==> config.mk <==
export PLATFORM = sky130hd
export DESIGN_NAME = message_record_deframer
export DESIGN_NICKNAME = d
export VERILOG_FILES = /design/src/sv/mrd_pkg.sv /design/src/sv/message_record_deframer.sv
export SDC_FILE = /design/constraint.sdc
export NUM_CORES = 1
export LEC_CHECK = 0
export BUFFER_PORTS_ARGS = -buffer_cell sky130_fd_sc_hd__buf_2
export CAP_MARGIN = 20
export CORE_MARGIN = 2
export CORE_UTILIZATION = 36
export CTS_CLUSTER_DIAMETER = 80
export CTS_CLUSTER_SIZE = 30
export DETAILED_ROUTE_END_ITERATION = 8
export PLACE_DENSITY = 0.57
export SYNTH_ARGS = -nofsm -noshare
export SYNTH_HDL_FRONTEND = slang
export SYNTH_SLANG_ARGS = --single-unit
==> constraint.sdc <==
create_clock -name clk -period 8.8 [get_ports clk]
set_input_delay 1.76 -clock clk [delete_from_list [all_inputs] [get_ports clk]]
set_output_delay 1.76 -clock clk [all_outputs]
set_load 0.01 [all_outputs]
==> src/sv/mrd_pkg.sv <==
// ----------------------------------------------------------------------------
// mrd_pkg
// shared widths, field numbers and status codes of the message record deframer
// ----------------------------------------------------------------------------
`default_nettype none

package mrd_pkg;

    // record offset counter width, saturating
    localparam int OFFSET_WIDTH = 16;
    localparam int CONSUMED_WIDTH = 16;
    localparam int LIMIT_WIDTH = 16;
    // sum width for the fit compares: offset plus a 16-bit span, one carry bit
    localparam int SUM_WIDTH = ((OFFSET_WIDTH > 16) ? OFFSET_WIDTH : 16) + 1;

    localparam int INT_BYTES = 4;
    localparam int DBL_BYTES = 8;

    // field numbers
    localparam logic [3:0] FIELD_TOTAL_LEN = 4'd0;
    localparam logic [3:0] FIELD_ID        = 4'd1;
    localparam logic [3:0] FIELD_MSG_TYPE  = 4'd2;
    localparam logic [3:0] FIELD_DATA_TYPE = 4'd3;
    localparam logic [3:0] FIELD_STR_FIRST = 4'd4;
    localparam logic [3:0] FIELD_STR_LAST  = 4'd7;
    localparam logic [3:0] FIELD_DBL_FIRST = 4'd8;
    localparam logic [3:0] FIELD_DBL_LAST  = 4'd10;
    localparam logic [3:0] FIELD_LAST      = 4'd11;

    // result status codes
    localparam logic [1:0] ST_OK      = 2'd0;
    localparam logic [1:0] ST_OVERRUN = 2'd1;
    localparam logic [1:0] ST_DISCARD = 2'd2;

    // length-prefixed string fields
    function automatic logic is_str_field(input logic [3:0] f);
        return ((f >= FIELD_STR_FIRST) && (f <= FIELD_STR_LAST)) || (f == FIELD_LAST);
    endfunction

endpackage

`default_nettype wire

==> src/sv/message_record_deframer.sv <==
// ----------------------------------------------------------------------------
// message_record_deframer
// byte-serial parser for one serialized message record with overrun checking
// ----------------------------------------------------------------------------
//
//  channel   | dir | payload                                       | transfer when
//  ----------+-----+-----------------------------------------------+----------------------
//  s_axis    | in  | tdata: data_byte; tuser: record_start         | s_tvalid & s_tready
//  m_axis    | out | tdata: byte, word, consumed; tuser/tlast flags| m_tvalid & m_tready
//  cfg       | in  | cfg_data: buffer_limit                        | cfg_valid & cfg_ready
//
//  one byte per clock while results are drained; each result appears in the
//  cycle after its input transfer, from a single output register
//  the parse state is a handful of counters updated in the same cycle the
//  byte is taken, so consecutive bytes need no bubbles
//  s_tready is high whenever the output register is empty or being drained;
//  an output stall holds s_tready low only while a result waits
//  reset clears the parse state (parser idle) and sets buffer_limit to 65535
//  cfg_ready is always high; the limit is sampled for every byte
//
`default_nettype none

module message_record_deframer
    import mrd_pkg::*;
(
    input  wire logic        clk,
    input  wire logic        rst_n,
    // input stream
    input  wire logic        s_tvalid,
    output logic             s_tready,
    input  wire logic [7:0]  s_tdata,   // [7:0] data_byte
    input  wire logic [0:0]  s_tuser,   // [0] record_start
    // result stream
    output logic             m_tvalid,
    input  wire logic        m_tready,
    output logic [55:0]      m_tdata,   // [7:0] byte_out, [39:8] word_value,
                                        // [55:40] bytes_consumed
    output logic [7:0]       m_tuser,   // [3:0] field_index, [4] in_length_prefix,
                                        // [5] field_end, [7:6] status
    output logic             m_tlast,   // record_end
    // buffer_limit write channel
    input  wire logic        cfg_valid,
    output logic             cfg_ready,
    input  wire logic [15:0] cfg_data
);

    localparam logic [OFFSET_WIDTH-1:0] OFFSET_MAX = {OFFSET_WIDTH{1'b1}};

    // parse state
    logic [3:0]              field_reg, field_next;
    logic                    prefix_reg, prefix_next;
    logic [3:0]              bif_reg, bif_next;       // bytes taken of the current item
    logic [15:0]             remain_reg, remain_next; // string content bytes left
    logic [OFFSET_WIDTH-1:0] offset_reg, offset_next;
    logic [31:0]             word_reg, word_next;
    logic                    active_reg, active_next;
    logic [LIMIT_WIDTH-1:0]  limit_reg;

    // output register
    logic        out_valid_reg;
    logic [55:0] out_data_reg;
    logic [7:0]  out_user_reg;
    logic        out_last_reg;

    logic accept;

    // view of the state after a possible record_start restart
    logic [3:0]              cur_field;
    logic                    cur_prefix;
    logic [3:0]              cur_bif;
    logic [15:0]             cur_remain;
    logic [OFFSET_WIDTH-1:0] cur_offset;
    logic [31:0]             cur_word;
    logic                    cur_active;

    logic [7:0]  din;
    logic        is_int, is_one, is_dbl, is_str, known;
    logic        content, is_word;
    logic [3:0]  item_size;
    logic [3:0]  bif_inc;
    logic [15:0] span;
    logic [SUM_WIDTH-1:0] fit_sum;
    logic [SUM_WIDTH-1:0] len_sum;
    logic [SUM_WIDTH-1:0] limit_ext;
    logic [OFFSET_WIDTH-1:0] offset_sat;
    logic [31:0] word_ins;
    logic        len_bad;
    logic        advance;
    logic [3:0]  field_inc;

    // result fields
    logic [3:0]  res_field;
    logic        res_prefix;
    logic        res_field_end;
    logic [31:0] res_word;
    logic        res_record_end;
    logic [1:0]  res_status;
    logic [15:0] res_consumed;

    assign cfg_ready = 1'b1;
    assign s_tready  = !out_valid_reg || m_tready;
    assign accept    = s_tvalid && s_tready;
    assign din       = s_tdata;

    always_comb
    begin
        // record_start aborts whatever is in progress
        if (s_tuser[0])
        begin
            cur_field  = FIELD_TOTAL_LEN;
            cur_prefix = 1'b0;
            cur_bif    = '0;
            cur_remain = '0;
            cur_offset = '0;
            cur_word   = '0;
            cur_active = 1'b1;
        end
        else
        begin
            cur_field  = field_reg;
            cur_prefix = prefix_reg;
            cur_bif    = bif_reg;
            cur_remain = remain_reg;
            cur_offset = offset_reg;
            cur_word   = word_reg;
            cur_active = active_reg;
        end

        // field classification
        is_int  = (cur_field <= FIELD_ID);
        is_one  = (cur_field == FIELD_MSG_TYPE) || (cur_field == FIELD_DATA_TYPE);
        is_dbl  = (cur_field >= FIELD_DBL_FIRST) && (cur_field <= FIELD_DBL_LAST);
        is_str  = is_str_field(cur_field);
        known   = is_int || is_one || is_dbl || is_str;
        content = is_str && !cur_prefix;
        is_word = is_int || (is_str && cur_prefix);

        if (is_word)
            item_size = 4'(INT_BYTES);
        else if (is_dbl)
            item_size = 4'(DBL_BYTES);
        else
            item_size = 4'd1;

        bif_inc = cur_bif + 4'd1;

        // bytes this item still needs, at least one
        if (content)
            span = (cur_remain == '0) ? 16'd1 : cur_remain;
        else if (cur_bif < item_size)
            span = 16'(item_size - cur_bif);
        else
            span = 16'd1;

        limit_ext = SUM_WIDTH'(limit_reg);
        fit_sum   = SUM_WIDTH'(cur_offset) + SUM_WIDTH'(span);

        offset_sat = (cur_offset == OFFSET_MAX) ? cur_offset
                                                : cur_offset + OFFSET_WIDTH'(1);

        // little-endian word assembly
        word_ins = (cur_bif == '0) ? '0 : cur_word;
        word_ins[{cur_bif[1:0], 3'b000} +: 8] = word_ins[{cur_bif[1:0], 3'b000} +: 8] | din;

        // declared string length must be non-negative and fit behind this byte
        len_sum = SUM_WIDTH'(offset_sat) + SUM_WIDTH'(word_ins[15:0]);
        len_bad = word_ins[31] || (|word_ins[30:16]) || (len_sum > limit_ext);

        field_inc = cur_field + 4'd1;

        // defaults: state as seen, empty result
        field_next  = cur_field;
        prefix_next = cur_prefix;
        bif_next    = cur_bif;
        remain_next = cur_remain;
        offset_next = cur_offset;
        word_next   = cur_word;
        active_next = cur_active;

        res_field      = '0;
        res_prefix     = 1'b0;
        res_field_end  = 1'b0;
        res_word       = '0;
        res_record_end = 1'b0;
        res_status     = ST_OK;
        res_consumed   = '0;
        advance        = 1'b0;

        if (!cur_active)
        begin
            res_status = ST_DISCARD;
        end
        else
        begin
            res_field    = cur_field;
            res_prefix   = is_str && cur_prefix;
            res_consumed = CONSUMED_WIDTH'(offset_sat);

            if (!known || (fit_sum > limit_ext))
            begin
                res_status  = ST_OVERRUN;
                active_next = 1'b0;
            end
            else
            begin
                offset_next = offset_sat;
                if (content)
                begin
                    remain_next = cur_remain - 16'd1;
                    if (remain_next == '0)
                        advance = 1'b1;
                end
                else
                begin
                    if (is_word)
                    begin
                        word_next = word_ins;
                        res_word  = word_ins;
                    end
                    bif_next = bif_inc;
                    if (bif_inc >= item_size)
                    begin
                        if (is_word && cur_prefix)
                        begin
                            if (len_bad)
                            begin
                                res_word    = '0;
                                res_status  = ST_OVERRUN;
                                active_next = 1'b0;
                            end
                            else if (word_ins == '0)
                            begin
                                // empty string ends on its last prefix byte
                                advance = 1'b1;
                            end
                            else
                            begin
                                prefix_next = 1'b0;
                                bif_next    = '0;
                                remain_next = word_ins[15:0];
                            end
                        end
                        else
                        begin
                            advance = 1'b1;
                        end
                    end
                end
            end
        end

        // step to the next field, or close the record after the value string
        if (advance)
        begin
            res_field_end = 1'b1;
            bif_next      = '0;
            word_next     = '0;
            remain_next   = '0;
            if (cur_field >= FIELD_LAST)
            begin
                res_record_end = 1'b1;
                active_next    = 1'b0;
                field_next     = FIELD_TOTAL_LEN;
                prefix_next    = 1'b0;
            end
            else
            begin
                field_next  = field_inc;
                prefix_next = is_str_field(field_inc);
            end
        end
    end

    // control and parse state
    always_ff @(posedge clk or negedge rst_n)
    begin
        if (!rst_n)
        begin
            field_reg     <= FIELD_TOTAL_LEN;
            prefix_reg    <= 1'b0;
            bif_reg       <= '0;
            remain_reg    <= '0;
            offset_reg    <= '0;
            word_reg      <= '0;
            active_reg    <= 1'b0;
            limit_reg     <= {LIMIT_WIDTH{1'b1}};
            out_valid_reg <= 1'b0;
        end
        else
        begin
            if (cfg_valid && cfg_ready)
                limit_reg <= cfg_data;
            if (accept)
            begin
                field_reg  <= field_next;
                prefix_reg <= prefix_next;
                bif_reg    <= bif_next;
                remain_reg <= remain_next;
                offset_reg <= offset_next;
                word_reg   <= word_next;
                active_reg <= active_next;
            end
            if (s_tready)
                out_valid_reg <= s_tvalid;
        end
    end

    // result payload
    always_ff @(posedge clk)
    begin
        if (accept)
        begin
            out_data_reg <= {res_consumed, res_word, din};
            out_user_reg <= {res_status, res_field_end, res_prefix, res_field};
            out_last_reg <= res_record_end;
        end
    end

    assign m_tvalid = out_valid_reg;
    assign m_tdata  = out_data_reg;
    assign m_tuser  = out_user_reg;
    assign m_tlast  = out_last_reg;

endmodule

`default_nettype wire

# Word-level counts from Yosys, hierarchy flattened
# Cells that the tools add are included.
[classes]
add_sub_neg = 8
n_lt_le_gt_ge = 12
n_eq_ne = 5
shifts = 3
mux = 76
n_bitwise = 2
n_reduce_logical = 27
[op_table]
columns = ["cell", "n"]
rows = [
  ["32-bit 2-to-1 mux", 11],
  ["16-bit 2-to-1 mux", 16],
  ["4-bit 2-to-1 mux", 14],
  ["16-bit by 16-bit adder with 17-bit output", 2],
  ["17-bit by 16-bit > comparator with 1-bit output", 2],
  ["1-bit 2-to-1 mux", 34],
  ["32-bit bitwise mux", 1],
  ["16-bit zero test", 2],
  ["32-bit zero test", 1],
  ["8-bit by 7-bit variable shift with 32-bit output, first input constant", 1],
  ["32-bit by 6-bit variable part select with 8-bit output", 1],
  ["8-bit by 7-bit variable part select with 32-bit output", 1],
  ["16-bit by 1-bit adder with 16-bit output, second input constant", 1],
  ["16-bit == test, second input constant", 1],
  ["16-bit by 1-bit subtractor with 16-bit output, second input constant", 1],
  ["15-bit OR reduction", 1],
  ["1-bit logical OR", 11],
  ["4-bit by 1-bit adder with 4-bit output, second input constant", 2],
  ["4-bit by 2-bit == test with 1-bit output, second input constant", 2],
  ["4-bit == test, second input constant", 2],
  ["4-bit by 3-bit greater-or-equal comparator with 1-bit output, second input constant", 2],
  ["4-bit greater-or-equal comparator, second input constant", 2],
  ["4-bit by 3-bit less-or-equal comparator with 1-bit output, second input constant", 2],
  ["8-bit OR", 1],
  ["other kinds (11)", 19],
]
[totals]
reg_bits = 156
input_bits = 30
output_inout_bits = 68
word_cells = 148

# Logic depth before layout (Yosys ltp)
# Gate-level depths: netlist of the first run.
[depth]
ltp_word = 18
depth_mapped = 43

# Worst setup path after synthesis of the first run
# OpenSTA, ideal clock, no wires.
[synth_path]
path_type = "input to register"
startpoint = "input port s_tuser"
endpoint = "register word_reg[27]"
t_arrival_ns = 10.191
path_slack_ns = -1.456
path_stages = 41
path_buffers = 4
path_cell_list = "clkbuf_1 > inv_1 > clkbuf_1 > clkbuf_1 > clkbuf_1 > nand2_1 > inv_1 > ha_1 > and3b_1 > nor2_1 > o22ai_1 > nor2_1 > inv_1 > ha_1 > inv_1 > a31oi_1 > nor2b_1 > o21ai_0 > (+5 left out) > o21bai_1 > a221o_1 > a221oi_1 > a21oi_1 > and4_1 > a2111o_1 > a21oi_1 > xnor2_1 > ha_1 > a211o_1 > a2111oi_0 > o21ai_0 > a21oi_1 > o21ai_1 > nor3_1 > nor2b_1 > a21o_1 > a22o_1"
[synth_lines]
columns = ["element", "line", "source"]
rows = [
  ["start: declaration", "message_record_deframer.sv:32", "input wire logic [0:0] s_tuser,"],
  ["4-bit 2-to-1 mux (*)", "message_record_deframer.sv:108", "if (s_tuser[0])"],
  ["net cur_field[0]", "message_record_deframer.sv:68", "logic [3:0] cur_field;"],
  ["4-bit by 3-bit greater-or-equal comparator with 1-bit output / 4-bit by 3-bit less-or-equal comparator with 1-bit output (equally long branches)", "mrd_pkg.sv:37", "return ((f >= FIELD_STR_FIRST) && (f <= FIELD_STR_LAST)) || (f == FIELD_LAST);"],
  ["1-bit logical AND", "mrd_pkg.sv:37", ""],
  ["1-bit logical OR", "mrd_pkg.sv:37", ""],
  ["1-bit logical AND", "message_record_deframer.sv:136", "is_word = is_int || (is_str && cur_prefix);"],
  ["1-bit logical OR", "message_record_deframer.sv:136", ""],
  ["4-bit 2-to-1 mux", "message_record_deframer.sv:138", "if (is_word)"],
  ["4-bit by 4-bit subtractor with 5-bit output / 4-bit less-than comparator (equally long branches)", "message_record_deframer.sv:151, message_record_deframer.sv:150", ""],
  ["16-bit 2-to-1 mux", "message_record_deframer.sv:150", "else if (cur_bif < item_size)"],
  ["16-bit 2-to-1 mux", "message_record_deframer.sv:148", "if (content)"],
  ["16-bit by 16-bit adder with 17-bit output", "message_record_deframer.sv:156", "fit_sum = SUM_WIDTH'(cur_offset) + SUM_WIDTH'(span);"],
  ["17-bit by 16-bit > comparator with 1-bit output", "message_record_deframer.sv:199", "if (!known || (fit_sum > limit_ext))"],
  ["1-bit logical OR", "message_record_deframer.sv:199", ""],
  ["32-bit 2-to-1 mux / 1-bit 2-to-1 mux (equally long branches)", "message_record_deframer.sv:199", ""],
  ["32-bit 2-to-1 mux / 1-bit 2-to-1 mux (equally long branches)", "message_record_deframer.sv:189", "if (!cur_active)"],
  ["32-bit 2-to-1 mux (*)", "message_record_deframer.sv:253", "if (advance)"],
  ["end signal: assignment", "message_record_deframer.sv:300", "word_reg <= word_next;"],
  ["end: declaration", "message_record_deframer.sv:55", "logic [31:0] word_reg, word_next;"],
]
# Mark *: on every way through the listed nets, which the timed path passes. The rest lies on a longest branch.
# A chain may end at the register's enable or synchronous reset.

# Worst setup path in the final report of the first run
[layout_path]
startpoint = "input port s_tuser"
endpoint = "register remain_reg[9]"
[layout_lines]
columns = ["element", "line", "source"]
rows = [
  ["16-bit 2-to-1 mux (*)", "message_record_deframer.sv:108", ""],
  ["16-bit by 1-bit adder with 16-bit output / 16-bit == test (equally long branches)", "message_record_deframer.sv:159, message_record_deframer.sv:158", ""],
  ["16-bit 2-to-1 mux (*)", "message_record_deframer.sv:158", "offset_sat = (cur_offset == OFFSET_MAX) ? cur_offset"],
  ["net offset_sat[5]", "message_record_deframer.sv:85", "logic [OFFSET_WIDTH-1:0] offset_sat;"],
  ["16-bit by 16-bit adder with 17-bit output (*)", "message_record_deframer.sv:166", "len_sum = SUM_WIDTH'(offset_sat) + SUM_WIDTH'(word_ins[15:0]);"],
  ["17-bit by 16-bit > comparator with 1-bit output (*)", "message_record_deframer.sv:167", "len_bad = word_ins[31] || (|word_ins[30:16]) || (len_sum > limit_ext);"],
  ["1-bit logical OR (*)", "message_record_deframer.sv:167", ""],
  ["16-bit 2-to-1 mux / 1-bit 2-to-1 mux (equally long branches)", "message_record_deframer.sv:225", "if (len_bad)"],
  ["16-bit 2-to-1 mux / 1-bit 2-to-1 mux (equally long branches)", "message_record_deframer.sv:223", "if (is_word && cur_prefix)"],
  ["16-bit 2-to-1 mux / 1-bit 2-to-1 mux (equally long branches)", "message_record_deframer.sv:221", "if (bif_inc >= item_size)"],
  ["16-bit 2-to-1 mux / 1-bit 2-to-1 mux (equally long branches)", "message_record_deframer.sv:207", "if (content)"],
  ["16-bit 2-to-1 mux / 1-bit 2-to-1 mux (equally long branches)", "message_record_deframer.sv:199", ""],
  ["16-bit 2-to-1 mux / 1-bit 2-to-1 mux (equally long branches)", "message_record_deframer.sv:189", ""],
  ["16-bit 2-to-1 mux (*)", "message_record_deframer.sv:253", ""],
  ["end signal: assignment", "message_record_deframer.sv:298", "remain_reg <= remain_next;"],
  ["end: declaration", "message_record_deframer.sv:53", "logic [15:0] remain_reg, remain_next;"],
]
# Marked as above.

==> results.sh, run 1 <==
export IMPL_slew_headroom_pct=35.8
export IMPL_hold_class="reg2reg"
export IMPL_largest_reg_flops=56
export IMPL_drive_gt1_share_pct=25.5
export IMPL_cts_sinks=156
export IMPL_grt_ovfl_total=0
export IMPL_crit_cells=35
export IMPL_r2r_cells=36
export IMPL_die_x_um=178
export IMPL_worst_setup_path_type="in2reg"
export IMPL_synth_cell_area_um2=10900
export IMPL_num_io_pins=98
export IMPL_critPathArrivalTime_ns=8.71
export IMPL_ant_nets=0
export IMPL_antenna_diode_count=0
export IMPL_layout_common_cells="buf_4, nor2_1, nand2_1"
export IMPL_total_power_w=0.00315
export IMPL_critPathTopFamily="compound AO/OA/AOI/OAI gates"
export IMPL_htree_levels=4
export IMPL_max_freq_mhz=119
export IMPL_synthArstFlopShare_pct=58.3
export IMPL_synth_flop_cell="dfrtp_1"
export IMPL_stdcell_count=1819
export IMPL_crit_fanout=36
export IMPL_yosys_warnings=0
export IMPL_cts_hold_buf=0
export IMPL_avgSynthCellArea_um2=9.15
export IMPL_critPathLaunch="s_tuser"
export IMPL_crit_path_start_kind="primary input"
export IMPL_ys_seq_area_share_pct=38.9
export IMPL_grt_max_degree=70
export IMPL_vias=10261
export IMPL_critical_path_max_stage_delay_ns=0.43
export IMPL_whs_ns=0.524
export IMPL_leakage_nw=6.27
export IMPL_cap_violations=0
export IMPL_synth_cells=1193
export IMPL_drv_slew=0
export IMPL_synth_fp_nets=1311
export IMPL_placed_area_um2=13000
export IMPL_routabilityCongestion=0.968
export IMPL_crit_required_ns=9.14
export IMPL_hpwl_um=28800
export IMPL_post_drt_via_cell_ratio=5.64
export IMPL_finalClockSkew_ns=0.0167
export IMPL_io_buffer_count=96
export IMPL_dieArea_um2=31700
export IMPL_grt_util_met3_pct=4.07
export IMPL_core_area_um2=29700
export IMPL_synth_edf_count=65
export IMPL_gr_max_usage_layer="met2"
export IMPL_drt_initial_drc_count=1027
export IMPL_slowest_stage="a2111o_1"
export IMPL_worst_r2r_endpoint="remain_reg[9]"
export IMPL_hold_viol=0
export IMPL_max_slew_worst_pin_slew_ns=0.963
export IMPL_synth_cell_type_count=83
export IMPL_nNetsFinal=1534
export IMPL_ff2ff_setup_slack_ns=1.41
export IMPL_antenna_found_initial=0
export IMPL_grt_pass1_wl_um=57500
export IMPL_numCtsBuffers=17
export IMPL_setup_viol=0
export IMPL_rr_startpoint="bif_reg[0]"
export IMPL_grtUsageMet1_pct=34.0
export IMPL_cts_max_path_buffers=2
export IMPL_wl_per_cell_um=20.5
export IMPL_fin_crit_sh_pct=95.2
export IMPL_hold_start="word_reg[16]"
export IMPL_root_buffer="clkbuf_16"
export IMPL_status="finished clean"
export IMPL_final_util_pct=45.9
export IMPL_grt_pass1_vias=9817
export IMPL_drc=0
export IMPL_gr_usage_all_layers_pct=24.0
export IMPL_min_period_ns=8.38
export IMPL_endpoint_kind="flip-flop"
export IMPL_drt_pass1_iter_count=6
export IMPL_vdd_drop_max_v=0.000153
export IMPL_final_common_cell="buf_4"
export IMPL_synthToLayoutAreaGrowth_pct=24.9
export IMPL_initial_utilization_pct=36.7
export IMPL_rows=63
export IMPL_ys_ff_latch=156
export IMPL_wl_um=37200
export IMPL_die_height_um=178
export IMPL_crit_buf_inv=7
export IMPL_clk_pin_slew_ns=0.08
export IMPL_crit_end="remain_reg[9]"
export IMPL_insertion_delay_ns=0.45
export IMPL_dp_cells=1785
export IMPL_grt_use_met2_pct=37.2
export IMPL_timing_critical_path_mode_cell="buf_4"
export IMPL_final_cell_area_um2=13600
export IMPL_power_density_nw_per_um2=231
export IMPL_cts_tree="yes"
==> layout make-up <==
| class | instances | area (µm²) |
|---|---|---|
| tap | 390 | 488 |
| timing repair buffer | 255 | 1720 |
| clock buffer | 18 | 429 |
| inverter | 57 | 215 |
| clock inverter | 14 | 153 |
| multi-input combinational | 929 | 6380 |
| fill | 2916 | 16100 |
| sequential | 156 | 4250 |
==> power by group <==
part / leakage (nW) / switching [W] / total [W] / internal, W
sequential: 1.84 / 0.0000585 / 0.000897 / 0.000838
clock: 0.282 / 0.000362 / 0.000764 / 0.000403
combinational: 4.15 / 0.000865 / 0.00149 / 0.000622
total: 6.27 / 0.00129 / 0.00315 / 0.00186
==> worst min-delay path, cell delays in order, from the launching register on <==
cell     delay, ns
dfrtp_1       0.37
nand2_1       0.05
o21ai_0       0.07
==> per-layer routing <==
| metal | share of wire, % | vias to the layer above |
|---|---|---|
| met1 | 47 | 4932 |
| met2 | 45 | 418 |
| met4 | 2.4 | 0 |
| met3 | 6.5 | 56 |
| li1 | - | 4855 |
| met5 | 0 | - |
==> cells by family after synthesis <==
logic type	synth area share, %
fa+ha+maj	10.2
simple gates	19.3
mux	1.98
buf+inv	3.93
other cells	0.0344
xor+xnor	3.69
flops	38.9
compound gates	21.9
==> how the worst min path moves through the flow <==
stage	end	slack (ns)	cells after the start
3_5_place_dp	word_reg[16]	0.51	2
2_1_floorplan	word_reg[0]	0.46	2
4_1_cts	word_reg[16]	0.53	2
3_3_place_gp	m_tvalid	0.50	2
5_1_grt	bif_reg[1]	0.55	1
6_report	word_reg[16]	0.52	2
==> through the flow <==
step                      setup TNS (ns)  worst slack [ns]
final                                  0             0.425
after global routing            -0.00183          -0.00183
after CTS                              0             0.148
after detailed placement           -4.48            -0.308
after global placement             -1.26            -0.172
after floorplan                        0           0.00163
==> synthesized netlist by cell type, drive strengths merged (5+ instances only) <==
cell type / instances / share of area [%]
a211oi: 9 / 0.67
a21boi: 7 / 0.48
a21o: 24 / 1.7
a21oi: 77 / 3.6
a221o: 5 / 0.46
a22o: 35 / 2.8
a22oi: 19 / 1.3
a31oi: 10 / 0.57
a32o: 8 / 0.73
and2: 5 / 0.29
and3: 12 / 0.69
buf: 13 / 0.65
clkbuf: 38 / 1.3
dfrtp: 75 / 17
dfstp: 16 / 3.9
edfxtp: 65 / 18
ha: 86 / 9.9
inv: 57 / 2.0
mux2i: 7 / 0.64
mux4: 6 / 1.2
nand2: 115 / 4.0
nand2b: 14 / 0.80
nand3: 37 / 1.7
nand4: 12 / 0.69
nor2: 126 / 4.4
nor2b: 36 / 2.1
nor3: 25 / 1.2
nor4: 14 / 0.86
o211ai: 5 / 0.34
o21a: 9 / 0.62
o21ai: 71 / 3.3
o22ai: 10 / 0.57
o2bb2ai: 6 / 0.48
o31ai: 7 / 0.61
o41ai: 7 / 0.63
or2: 8 / 0.46
or3: 5 / 0.29
xnor2: 30 / 2.4
xor2: 16 / 1.3
==> what timing repair did <==
action,4_1_cts,5_1_grt
setup buffers,0,2
setup endpoints to repair,0,57
gates resized for setup,0,12
Power figures use the tool's default switching activity.
==> run 2: changes to the inputs <==
==> constraint.sdc (replaced) <==
create_clock -name clk -period 8.8 [get_ports clk]
set_input_delay 0.88 -clock clk [delete_from_list [all_inputs] [get_ports clk]]
set_output_delay 0.88 -clock clk [all_outputs]
set_load 0.01 [all_outputs]
==> run 2 against run 1 <==
Net effect:
- wire length decreased by 1.4%
- maximum frequency hardly changed
- critical path depth decreased by 4
- utilization fell by 2.5 points
- die area stayed put
- global-route usage decreased by 0.59 points
- non-clock buffer count fell by 86
==> results.sh, run 2 (synthesized netlist as in run 1, its figures left out) <==
export IMPL_critPathTopFamily="simple AND/OR/NAND/NOR gates"
export IMPL_antenna_diode_count=0
export IMPL_slew_headroom_pct=35.2
export IMPL_drive_gt1_share_pct=18.7
export IMPL_met1Wirelength_um=16700
export IMPL_num_io_pins=98
export IMPL_crit_fanout=24
export IMPL_rsz0062_at_grt="no"
export IMPL_wl_per_cell_um=21.2
export IMPL_rr_startpoint="field_reg[0]"
export IMPL_dieArea_um2=31700
export IMPL_vias=10027
export IMPL_largest_reg_flops=56
export IMPL_met3_length_um=2600
export IMPL_cts_sinks=156
export IMPL_numCtsBuffers=17
export IMPL_root_buffer="clkbuf_16"
export IMPL_min_period_ns=8.37
export IMPL_post_drt_via_cell_ratio=5.79
export IMPL_critical_path_max_stage_delay_ns=0.62
export IMPL_io_buffer_count=96
export IMPL_max_slew_worst_pin_slew_ns=0.966
export IMPL_wl_um=36700
export IMPL_hpwl_um=27900
export IMPL_crit_buf_inv=5
export IMPL_critPathArrivalTime_ns=8.70
export IMPL_hold_class="reg2reg"
export IMPL_grt_pass1_vias=9552
export IMPL_fin_crit_sh_pct=95.2
export IMPL_setup_viol=0
export IMPL_drt_pass1_iter_count=7
export IMPL_drc=0
export IMPL_fin_tns_setup_ns=0
export IMPL_grt_max_degree=76
export IMPL_cts_max_path_buffers=2
export IMPL_cts_tree="yes"
export IMPL_nNetsFinal=1448
export IMPL_rows=63
export IMPL_endpoint_kind="flip-flop"
export IMPL_critPathLaunch="s_tuser"
export IMPL_wl_met2_um=16100
export IMPL_antenna_found_initial=0
export IMPL_final_cell_area_um2=12900
export IMPL_power_density_nw_per_um2=238
export IMPL_ant_nets=0
export IMPL_worst_setup_path_type="in2reg"
export IMPL_hold_start="bif_reg[1]"
export IMPL_dp_cells=1700
export IMPL_die_x_um=178
export IMPL_grt_pass1_wl_um=55900
export IMPL_stdcell_count=1733
export IMPL_crit_path_start_kind="primary input"
export IMPL_leakage_nw=5.84
export IMPL_drt_initial_drc_count=1151
export IMPL_slowest_stage="nor4_1"
export IMPL_cts_hold_buf=0
export IMPL_initial_utilization_pct=36.7
export IMPL_cap_violations=0
export IMPL_hold_viol=0
export IMPL_cts_setup_buffers=0
export IMPL_crit_required_ns=9.12
export IMPL_finalClockSkew_ns=0.0240
export IMPL_placed_area_um2=12200
export IMPL_max_freq_mhz=119
export IMPL_routabilityCongestion=0.935
export IMPL_die_height_um=178
export IMPL_final_util_pct=43.3
export IMPL_drv_slew=0
export IMPL_htree_levels=4
export IMPL_layout_common_cells="nor2_1, nand2_1, buf_2"
export IMPL_clk_pin_slew_ns=0.07
export IMPL_final_common_cell="nor2_1"
export IMPL_insertion_delay_ns=0.45
export IMPL_gr_usage_all_layers_pct=23.4
export IMPL_vdd_drop_max_v=0.000149
export IMPL_cts_resized=0
export IMPL_grt_ovfl_total=0
export IMPL_top_layer="met4"
export IMPL_core_area_um2=29700
export IMPL_status="finished clean"
export IMPL_synthToLayoutAreaGrowth_pct=18.0
export IMPL_timing_critical_path_mode_cell="buf_4"
run 2: cell count changes in the layout (fill, tap and decap cells not counted), moves of 3 or more:
cell,before,now
inv_1,51,54
a21oi_1,70,76
inv_2,5,2
nor2_1,121,124
a21oi_2,7,1
buf_4,156,72
nor2_2,5,2
run 2: cell type report:
cell class | instances | area (µm²)
Fill cell | 2897 | 16800
Multi-Input combinational cell | 929 | 6250
Sequential cell | 156 | 4250
Timing Repair Buffer | 169 | 1060
Tap cell | 390 | 488
Clock buffer | 18 | 429
Inverter | 57 | 215
Clock inverter | 14 | 181
run 2: final timing paths:
| check | slack, ns | depth (start not counted) | end |
|---|---|---|---|
| worst max-delay path | 0.43 | 31 | word_reg[28] |
| worst min-delay path | 0.50 | 1 | bif_reg[1] |
| worst max register to register | 0.82 | 37 | word_reg[28] |
| worst min register to register | 0.50 | 1 | bif_reg[1] |
| max in group asynchronous | 7.43 | 3 | word_reg[20] |
| min in group asynchronous | 0.53 | 1 | limit_reg[0] |
run 2: metrics by stage:
step	hold slack (ns)	total power, W	worst slack, ns
2_1_floorplan	0.463	0.00175	0.0186
5_1_grt	0.518	0.00323	0.0265
3_3_place_gp	0.496	0.00225	0.222
6_report	0.502	0.00306	0.426
3_5_place_dp	0.488	0.00225	0.0808
4_1_cts	0.508	0.00305	0.531
run 2: worst reg2reg max path: cells and delay by family, from the launching register on:
| family | cells | cell delay [ns] |
|---|---|---|
| XOR/XNOR | 1 | 0.09 |
| AND/OR/NAND/NOR | 9 | 1.91 |
| buffers and inverters | 4 | 0.38 |
| AO/OA/AOI/OAI | 19 | 4.29 |
| adder cells (fa/ha/maj) | 4 | 0.84 |
| flip-flops | 1 | 0.44 |
run 2: routing by layer:
layer  vias to the layer above  track usage [%]
met5                         -                0
met3                        60             4.13
met4                         0             9.19
met1                      4842             32.9
met2                       440             35.8
li1                       4685                -
run 2: report_power, final:
group          internal [W]  switching, W
sequential         0.000839     0.0000619
clock              0.000453      0.000340
combinational      0.000518      0.000848
